$ cat src/hw/rtl/bps_pkg.sv
package bps_pkg;

   // Width of the time registers; the time counters have one bit more.
   localparam int TIME_BITS  = 16;
   localparam int CNT_W      = TIME_BITS + 1;
   localparam int CSR_DATA_W = 16;
   localparam int REG_W      = (TIME_BITS < CSR_DATA_W) ? TIME_BITS : CSR_DATA_W;
   localparam int CSR_ADDR_W = 3;

   typedef logic [CSR_ADDR_W-1:0] csr_addr_type;
   typedef logic [CNT_W-1:0]      cnt_type;
   typedef logic [REG_W-1:0]      time_reg_type;

   // Register indexes on the configuration port.
   localparam csr_addr_type CSR_BEEP_ENABLE   = CSR_ADDR_W'(0);
   localparam csr_addr_type CSR_TEST_ENABLE   = CSR_ADDR_W'(1);
   localparam csr_addr_type CSR_SHORT_ON      = CSR_ADDR_W'(2);
   localparam csr_addr_type CSR_LONG_ON       = CSR_ADDR_W'(3);
   localparam csr_addr_type CSR_GAP_OFF       = CSR_ADDR_W'(4);
   localparam csr_addr_type CSR_TEST_INTERVAL = CSR_ADDR_W'(5);

   // Register reset values.
   localparam time_reg_type SHORT_ON_RESET      = REG_W'(50);
   localparam time_reg_type LONG_ON_RESET       = REG_W'(300);
   localparam time_reg_type GAP_OFF_RESET       = REG_W'(80);
   localparam time_reg_type TEST_INTERVAL_RESET = REG_W'(3000);

   typedef enum logic [1:0] {
      OP_TICK   = 2'd0,
      OP_PLAY   = 2'd1,
      OP_FORCE  = 2'd2,
      OP_UNUSED = 2'd3
   } op_type;

   typedef enum logic [1:0] {
      PAT_NONE   = 2'd0,
      PAT_SHORT  = 2'd1,
      PAT_DOUBLE = 2'd2,
      PAT_LONG   = 2'd3
   } pattern_type;

   localparam logic [1:0] PULSES_SINGLE = 2'd1;
   localparam logic [1:0] PULSES_DOUBLE = 2'd2;

   typedef struct packed {
      logic         beep_enable;
      logic         test_enable;
      time_reg_type short_on;
      time_reg_type long_on;
      time_reg_type gap_off;
      time_reg_type test_interval;
   } cfg_type;

   typedef struct packed {
      pattern_type pattern;
      op_type      op;
   } item_type;

   typedef struct packed {
      logic [1:0] pulses_left;
      logic       busy_res;
      logic       pin_on;
   } result_type;

   // Counter increment that sticks at all ones.
   function automatic cnt_type sat_inc(input cnt_type value);
      cnt_type result;
      if (value == {CNT_W{1'b1}}) begin
         result = value;
      end else begin
         result = value + CNT_W'(1);
      end
      return result;
   endfunction

endpackage

$ cat src/hw/rtl/beeper_pattern_sequencer_top.sv
// Beeper pattern sequencer.
// The req channel carries one word per 1 ms tick, play or force request; the rsp
// channel returns one word per request word, giving the pin level, the busy
// flag and the pulses still to run after that word.
// The csr port writes a configuration register at any rising edge with csr_we high;
// users must write it only while no word is in flight; the block does not enforce it.
// A word accepted at one edge is registered in the input register, applied
// to the state at an edge where the result register is empty or taken, and its
// result is then offered on rsp from the result register.
// Throughput: one word per cycle while rsp_tready holds high. The state
// update is a single compare and increment path between the two registers.
// When rsp_tready is low the result register holds its word, and an empty
// input register still takes one more word before req_tready falls.
// Reset (synchronous, active high) empties both registers, stops any
// pattern with the pin off, and loads the register defaults: beeper enabled,
// test mode off, 50/300 ms on times, 80 ms gap, 3000 ms test interval.
// The pin_on bit of rsp_tdata is the beeper drive level.
module beeper_pattern_sequencer_top (
   input  logic                           clock,
   input  logic                           reset,
   input  logic                           req_tvalid,
   output logic                           req_tready,
   input  logic [7:0]                     req_tdata,  // op[1:0], pattern[3:2], zero fill
   output logic                           rsp_tvalid,
   input  logic                           rsp_tready,
   output logic [7:0]                     rsp_tdata,  // pin_on[0], busy_res[1], pulses_left[3:2]
   input  logic                           csr_we,
   input  bps_pkg::csr_addr_type          csr_addr,
   input  logic [bps_pkg::CSR_DATA_W-1:0] csr_wdata
);
   import bps_pkg::*;

   logic       in_valid_ff, in_valid_in;
   item_type   in_item_ff;
   logic       out_valid_ff, out_valid_in;
   result_type out_res_ff;
   result_type step_res;
   cfg_type    cfg;
   logic       test_clear;
   logic       advance;
   logic       step;

   // The result register moves when empty or taken; the input one when empty or with it.
   assign advance    = !out_valid_ff || rsp_tready;
   assign req_tready = !in_valid_ff || advance;
   assign step       = in_valid_ff && advance;

   assign in_valid_in  = req_tready ? req_tvalid : in_valid_ff;
   assign out_valid_in = advance ? in_valid_ff : out_valid_ff;

   bps_csr u_csr (
      .clock      (clock),
      .reset      (reset),
      .csr_we     (csr_we),
      .csr_addr   (csr_addr),
      .csr_wdata  (csr_wdata),
      .cfg        (cfg),
      .test_clear (test_clear)
   );

   bps_seq u_seq (
      .clock      (clock),
      .reset      (reset),
      .step       (step),
      .item       (in_item_ff),
      .cfg        (cfg),
      .test_clear (test_clear),
      .result     (step_res)
   );

   // Valid flags of the two registers.
   always_ff @(posedge clock) begin
      if (reset) begin
         in_valid_ff  <= 1'b0;
         out_valid_ff <= 1'b0;
      end else begin
         in_valid_ff  <= in_valid_in;
         out_valid_ff <= out_valid_in;
      end
   end

   // Payload of the two registers.
   always_ff @(posedge clock) begin
      if (req_tready) begin
         in_item_ff <= item_type'(req_tdata[3:0]);
      end
      if (step) begin
         out_res_ff <= step_res;
      end
   end

   assign rsp_tvalid = out_valid_ff;
   assign rsp_tdata  = {4'b0000, out_res_ff};

endmodule

$ cat src/hw/rtl/bps_csr.sv
module bps_csr (
   input  logic                    clock,
   input  logic                    reset,
   input  logic                    csr_we,
   input  bps_pkg::csr_addr_type   csr_addr,
   input  logic [bps_pkg::CSR_DATA_W-1:0] csr_wdata,
   output bps_pkg::cfg_type        cfg,
   output logic                    test_clear
);
   import bps_pkg::*;

   cfg_type cfg_ff;
   cfg_type cfg_in;

   // Decode the register index and update the addressed field.
   always_comb begin
      cfg_in     = cfg_ff;
      test_clear = 1'b0;
      if (csr_we) begin
         unique case (csr_addr)
            CSR_BEEP_ENABLE:   cfg_in.beep_enable = csr_wdata[0];
            CSR_TEST_ENABLE: begin
               cfg_in.test_enable = csr_wdata[0];
               test_clear         = 1'b1;
            end
            CSR_SHORT_ON:      cfg_in.short_on = csr_wdata[REG_W-1:0];
            CSR_LONG_ON:       cfg_in.long_on = csr_wdata[REG_W-1:0];
            CSR_GAP_OFF:       cfg_in.gap_off = csr_wdata[REG_W-1:0];
            CSR_TEST_INTERVAL: cfg_in.test_interval = csr_wdata[REG_W-1:0];
            default:           cfg_in = cfg_ff;
         endcase
      end
   end

   always_ff @(posedge clock) begin
      if (reset) begin
         cfg_ff.beep_enable   <= 1'b1;
         cfg_ff.test_enable   <= 1'b0;
         cfg_ff.short_on      <= SHORT_ON_RESET;
         cfg_ff.long_on       <= LONG_ON_RESET;
         cfg_ff.gap_off       <= GAP_OFF_RESET;
         cfg_ff.test_interval <= TEST_INTERVAL_RESET;
      end else begin
         cfg_ff <= cfg_in;
      end
   end

   assign cfg = cfg_ff;

endmodule

$ cat src/hw/rtl/bps_seq.sv
module bps_seq (
   input  logic                clock,
   input  logic                reset,
   input  logic                step,
   input  bps_pkg::item_type   item,
   input  bps_pkg::cfg_type    cfg,
   input  logic                test_clear,
   output bps_pkg::result_type result
);
   import bps_pkg::*;

   logic       drive_ff, drive_in;
   logic       active_ff, active_in;
   logic [1:0] pulses_ff, pulses_in;
   logic       long_ff, long_in;
   cnt_type    phase_ff, phase_in;
   cnt_type    test_ff, test_in;

   // Next state: a tick advances pattern and test timer; play or force starts one.
   always_comb begin
      time_reg_type on_time;
      logic         start;
      pattern_type  start_pat;

      drive_in  = drive_ff;
      active_in = active_ff;
      pulses_in = pulses_ff;
      long_in   = long_ff;
      phase_in  = phase_ff;
      test_in   = test_ff;
      start     = 1'b0;
      start_pat = item.pattern;
      on_time   = '0;

      if (step) begin
         case (item.op)
            OP_TICK: begin
               phase_in = sat_inc(phase_ff);
               test_in  = sat_inc(test_ff);
               if (cfg.test_enable && !active_ff &&
                   test_in >= CNT_W'(cfg.test_interval)) begin
                  test_in   = '0;
                  start     = 1'b1;
                  start_pat = PAT_SHORT;
               end
            end
            OP_PLAY:  start = cfg.beep_enable && (item.pattern != PAT_NONE);
            OP_FORCE: start = (item.pattern != PAT_NONE);
            default:  start = 1'b0;
         endcase

         // Load a new pattern with the pin on.
         if (start) begin
            pulses_in = (start_pat == PAT_DOUBLE) ? PULSES_DOUBLE : PULSES_SINGLE;
            long_in   = (start_pat == PAT_LONG);
            active_in = 1'b1;
            phase_in  = '0;
            drive_in  = 1'b1;
         end

         // On a tick, an active sequence moves through its on and off phases.
         if (item.op == OP_TICK && active_in) begin
            on_time = long_in ? cfg.long_on : cfg.short_on;
            if (drive_in) begin
               if (phase_in >= CNT_W'(on_time)) begin
                  drive_in = 1'b0;
                  phase_in = '0;
               end
            end else if (phase_in >= CNT_W'(cfg.gap_off)) begin
               if (pulses_in != 2'd0) begin
                  pulses_in = pulses_in - 2'd1;
               end
               if (pulses_in == 2'd0) begin
                  active_in = 1'b0;
               end else begin
                  drive_in = 1'b1;
                  phase_in = '0;
               end
            end
         end
      end

      // A write to the test enable restarts the interval.
      if (test_clear) begin
         test_in = '0;
      end
   end

   always_ff @(posedge clock) begin
      if (reset) begin
         drive_ff  <= 1'b0;
         active_ff <= 1'b0;
         pulses_ff <= 2'd0;
         long_ff   <= 1'b0;
         phase_ff  <= '0;
         test_ff   <= '0;
      end else begin
         drive_ff  <= drive_in;
         active_ff <= active_in;
         pulses_ff <= pulses_in;
         long_ff   <= long_in;
         phase_ff  <= phase_in;
         test_ff   <= test_in;
      end
   end

   // The result shows the state after this item.
   assign result.pin_on      = drive_in;
   assign result.busy_res    = active_in;
   assign result.pulses_left = pulses_in;

endmodule

$ cat config.mk
export PLATFORM = sky130hd
export DESIGN_NAME = beeper_pattern_sequencer_top
export DESIGN_NICKNAME = d
export VERILOG_FILES = /design/src/hw/rtl/bps_pkg.sv /design/src/hw/rtl/beeper_pattern_sequencer_top.sv /design/src/hw/rtl/bps_csr.sv /design/src/hw/rtl/bps_seq.sv
export SDC_FILE = /design/constraint.sdc
export NUM_CORES = 1
export LEC_CHECK = 0
export BUFFER_PORTS_ARGS = -buffer_cell sky130_fd_sc_hd__buf_4
export CORE_UTILIZATION = 40
export CTS_BUF_LIST = sky130_fd_sc_hd__clkbuf_16
export DETAILED_ROUTE_END_ITERATION = 16
export PLACE_DENSITY = 0.58
export SETUP_SLACK_MARGIN = 0.5
export SYNTH_ARGS = -nofsm -noshare
export SYNTH_HDL_FRONTEND = slang
export SYNTH_SLANG_ARGS = --single-unit
export TNS_END_PERCENT = 10
$ cat constraint.sdc
create_clock -name clock -period 5 [get_ports clock]
set_input_delay 0.5 -clock clock [delete_from_list [all_inputs] [get_ports clock]]
set_output_delay 0.5 -clock clock [all_outputs]
set_load 0.01 [all_outputs]
==> impl_metrics.toml <==
[cells_and_area]
non_filler_instance_count_after_layout = 1173
n_fill_cell = 1518
post_route_cells_drive_above_1_share_pct = 24.5
end_of_flow_core_utilization_pct = 53.9
finalNetCount = 1027
diodes = 0
flow.area_growth_from_synthesis_pct = 29.6
final_design_area_no_fill_um2 = 8680

[sta]
finalClockSkew_ps = 18.9
timing_hold_violations_final = 0
worst_pin_slew_ps = 909
max_slew_margin_pct = 38.9
tns_ps = -7520
rsz0062_at_grt = "true"
report.final.slew_viol_count = 0
setup_violations = 25
fmaxAchievable_mhz = 184
post-route-period-util_pct = 109
finalWorstSetupSlack_ps = -433
period_needed_ps = 5430

[worst_setup_path]
critical_path.startpoint_type = "flop"
timing.critical_path.required_ps = 5340
critPathArrivalTime_ps = 5770
endpoint_kind = "flop"
critical_path.startpoint = "u_seq.test_ff[0]"
worstPathMaxFanout = 6
ws_path_type = "reg2reg"
worst_r2r_startpoint = "u_seq.test_ff[0]"

[grt]
via_count_of_the_first_global_routing_pass = 5828
grt_antenna_before_repair = 0
groute.usage.overall_pct = 22.0
grt_start_max_net_pins = 61
overflow_after_grt = 0
global_route_wire_length_before_repair_um = 30000

[synthesis]
synth_enable_flop_cells = 8
synth_cell_types = 69
yosysWarnings = 0
synth_sequential_area_ratio_pct = 35.5
mappedNetlistArea_um2 = 6700
yosys_register_bits = 115
async_flop_share_pct = 0
per_instance_average_area_after_synthesis_um2 = 8.01
synth_most_common_cell = "sky130_fd_sc_hd__nand2_1"
ys_top_cells_by_area = "sky130_fd_sc_hd__dfxtp_1 (32%), sky130_fd_sc_hd__nand2_1 (9.4%), sky130_fd_sc_hd__ha_1 (9.3%)"
top_cell_type_by_total_area_after_synthesis = "sky130_fd_sc_hd__dfxtp_1"
area_share_of_the_largest_cell_type_after_synthesis_pct = 32.0
most_used_flip_flop_cell_after_synthesis = "sky130_fd_sc_hd__dfxtp_1"
synth_top_cells_by_count = "sky130_fd_sc_hd__nand2_1 (168), sky130_fd_sc_hd__dfxtp_1 (107), sky130_fd_sc_hd__a21oi_1 (89)"
syn_inst = 837

[detailed_routing]
wirelength_um = 18800
via_count = 6304
final_antenna_net_count = 0
first_iter_violations = 373
dr.pass1.iters = 4
detail_route.drc_violations = 0
route.detailed.wl_per_inst_um = 16.0
vias_per_cell = 5.37

[cts]
cts-root-buf = "sky130_fd_sc_hd__clkbuf_16"
clkSlewWorstSetupHoldPaths_ps = 60
h_tree_level_count = 4
cts_hold_buffers = 0
clock_tree_from_tritoncts = "yes"
cts_max_path_bufs = 2
clkSinkCount = 115
insertion_delay_of_the_later_clocked_pin_in_the_worst_skew_pair_ps = 420
cts-buffers-inserted = 17

[floorplanning]
chipHeight_um = 131
core_footprint_um2 = 16100
floorplan.die_area_um2 = 17300
pin_count = 42
fp.dieW_um = 131
start_util_pct = 41.6
num_rows = 46

[pwr]
power.static_leakage_nw = 3.45
power_switching_share_pct = 24.5
net_switching_power_w = 0.000561
share_clk_of_total_power_pct = 49.3
internal_power_w = 0.00173
pwr_density_cell_nw_per_um2 = 263
finalPower_w = 0.00229
vdd.ir_drop.worst_v = 0.000241
power.sequential.fraction_pct = 42.0
power_frac_comb_pct = 8.8

[placement]
numPlacedInstances = 1120
post-dp-hpwl_um = 13000
placer_congestion_estimate = 0.855
port_buffers = 33
postPlaceCellArea_um2 = 7690

[worst_hold_path]
worstHoldPathType = "in2reg"
holdCritStartpoint = "req_tdata[0]"

[run_status]
outcome = "finished, violations left"
failed_checks = "negative setup slack"

[run]
number_of_max_cap_violations = 0
## critical path: stages, from the launching register on
cell and delay [ps]:
sky130_fd_sc_hd__dfxtp_2 330, sky130_fd_sc_hd__ha_4 170, sky130_fd_sc_hd__nand3_4 80, sky130_fd_sc_hd__nor4_4 50, sky130_fd_sc_hd__a2111o_1 470, sky130_fd_sc_hd__nor3_2 240, sky130_fd_sc_hd__and3_4 240, sky130_fd_sc_hd__xor2_2 150
sky130_fd_sc_hd__ha_1 270, sky130_fd_sc_hd__o21ai_1 100, sky130_fd_sc_hd__nor2_2 80, sky130_fd_sc_hd__a211oi_2 300, sky130_fd_sc_hd__nand3_2 130, sky130_fd_sc_hd__a21oi_2 170, sky130_fd_sc_hd__a32o_2 220, sky130_fd_sc_hd__buf_12 160
sky130_fd_sc_hd__mux2i_1 400, sky130_fd_sc_hd__ha_1 330, sky130_fd_sc_hd__nand3_2 110, sky130_fd_sc_hd__nor3_2 60, sky130_fd_sc_hd__a221oi_2 270, sky130_fd_sc_hd__buf_4 180, sky130_fd_sc_hd__nand3_2 100, sky130_fd_sc_hd__a22oi_2 290
sky130_fd_sc_hd__buf_6 170, sky130_fd_sc_hd__nand3_4 90, sky130_fd_sc_hd__o211ai_1 160
## per-layer routing
metal	part of all wire, %	track usage [%]	vias up
li1	-	-	3185
met4	1.3	7.36	0
met3	4.5	3.67	19
met2	45	33.9	132
met1	49	30.8	2968
met5	0	0	-
## cells in the final DEF, fill, tap and decap left out, types with 8 or more instances in the layout
master                      Yosys  routed
sky130_fd_sc_hd__nor3_1        20      15
sky130_fd_sc_hd__xor2_1        10       9
sky130_fd_sc_hd__edfxtp_1       8       8
sky130_fd_sc_hd__o21ai_0       25      19
sky130_fd_sc_hd__clkbuf_16      0      18
sky130_fd_sc_hd__inv_1         43      45
sky130_fd_sc_hd__o21ai_1        3       9
sky130_fd_sc_hd__mux2i_1       20      16
sky130_fd_sc_hd__a211oi_2       2      10
sky130_fd_sc_hd__buf_4          6     128
sky130_fd_sc_hd__nand3_1       33      25
sky130_fd_sc_hd__a32o_1        12      11
sky130_fd_sc_hd__ha_1          50      49
sky130_fd_sc_hd__o211ai_1      13      13
sky130_fd_sc_hd__a21oi_1       89      85
sky130_fd_sc_hd__xnor2_1       17      15
sky130_fd_sc_hd__nand4_1       20      20
sky130_fd_sc_hd__nand2_1      168     168
sky130_fd_sc_hd__dfxtp_1      107     102
sky130_fd_sc_hd__nor2_1        42      37
## power groups by stage
stage                     clock network, W  registers [W]  logic, W
after floorplan                          0       0.000977  0.000108
after global placement                   0       0.000979  0.000183
after detailed placement                 0       0.000979  0.000183
after CTS                          0.00114       0.000960  0.000197
after global routing               0.00119       0.000962  0.000219
final                              0.00113       0.000960  0.000201
## metrics by stage
stage	hold slack, ps	setup slack (ps)
floorplan	432	-15.2
global placement	441	-423
detailed placement	446	-415
CTS	248	-331
global route	249	-656
finish	266	-433
## registers in the layout, indices dropped and copies added (netlist names)
signal,cells
u_seq.long_ff,1
u_seq.phase_ff,17
in_valid_ff,1
rsp_tvalid,1
in_item_ff,4
u_seq.test_ff,17
u_seq.pulses_ff,2
u_csr.cfg,66
u_seq.drive_ff,1
u_seq.active_ff,1
rsp_tdata,4
## timing repair
action	4_1_cts	5_1_grt
buffers inserted	14	6
endpoints found under the setup margin	25	28
cloned	2	0
pin swaps	26	37
gates resized for setup	44	18
## cell families after synthesis
logic type	synth area share, %
AND/OR/NAND/NOR	23.6
AO/OA/AOI/OAI	18.4
flip-flops	35.5
buffers and inverters	6.16
adder cells (fa/ha/maj)	9.34
XOR/XNOR	3.53
multiplexers	3.32
other	0.0560
## worst paths after layout
kind / slack (ps) / to / depth (start not counted)
worst min-delay path: 270 / in_item_ff[0] / 1
worst max register to register: -430 / u_seq.phase_ff[8] / 26
worst max-delay path: -430 / u_seq.phase_ff[8] / 26
worst min register to register: 450 / u_csr.cfg[30] / 2
## area by class of cell
cell class                      instances  area (µm²)  share of cell area [%]
Timing Repair Buffer                  135        1100                    12.7
Inverter                               45         169                    1.94
Clock inverter                         13        92.6                    1.07
Multi-Input combinational cell        631        4210                    48.5
Clock buffer                           18         450                    5.19
Tap cell                              216         270                    3.11
Sequential cell                       115        2390                    27.5
Power figures use the tool's default switching activity.
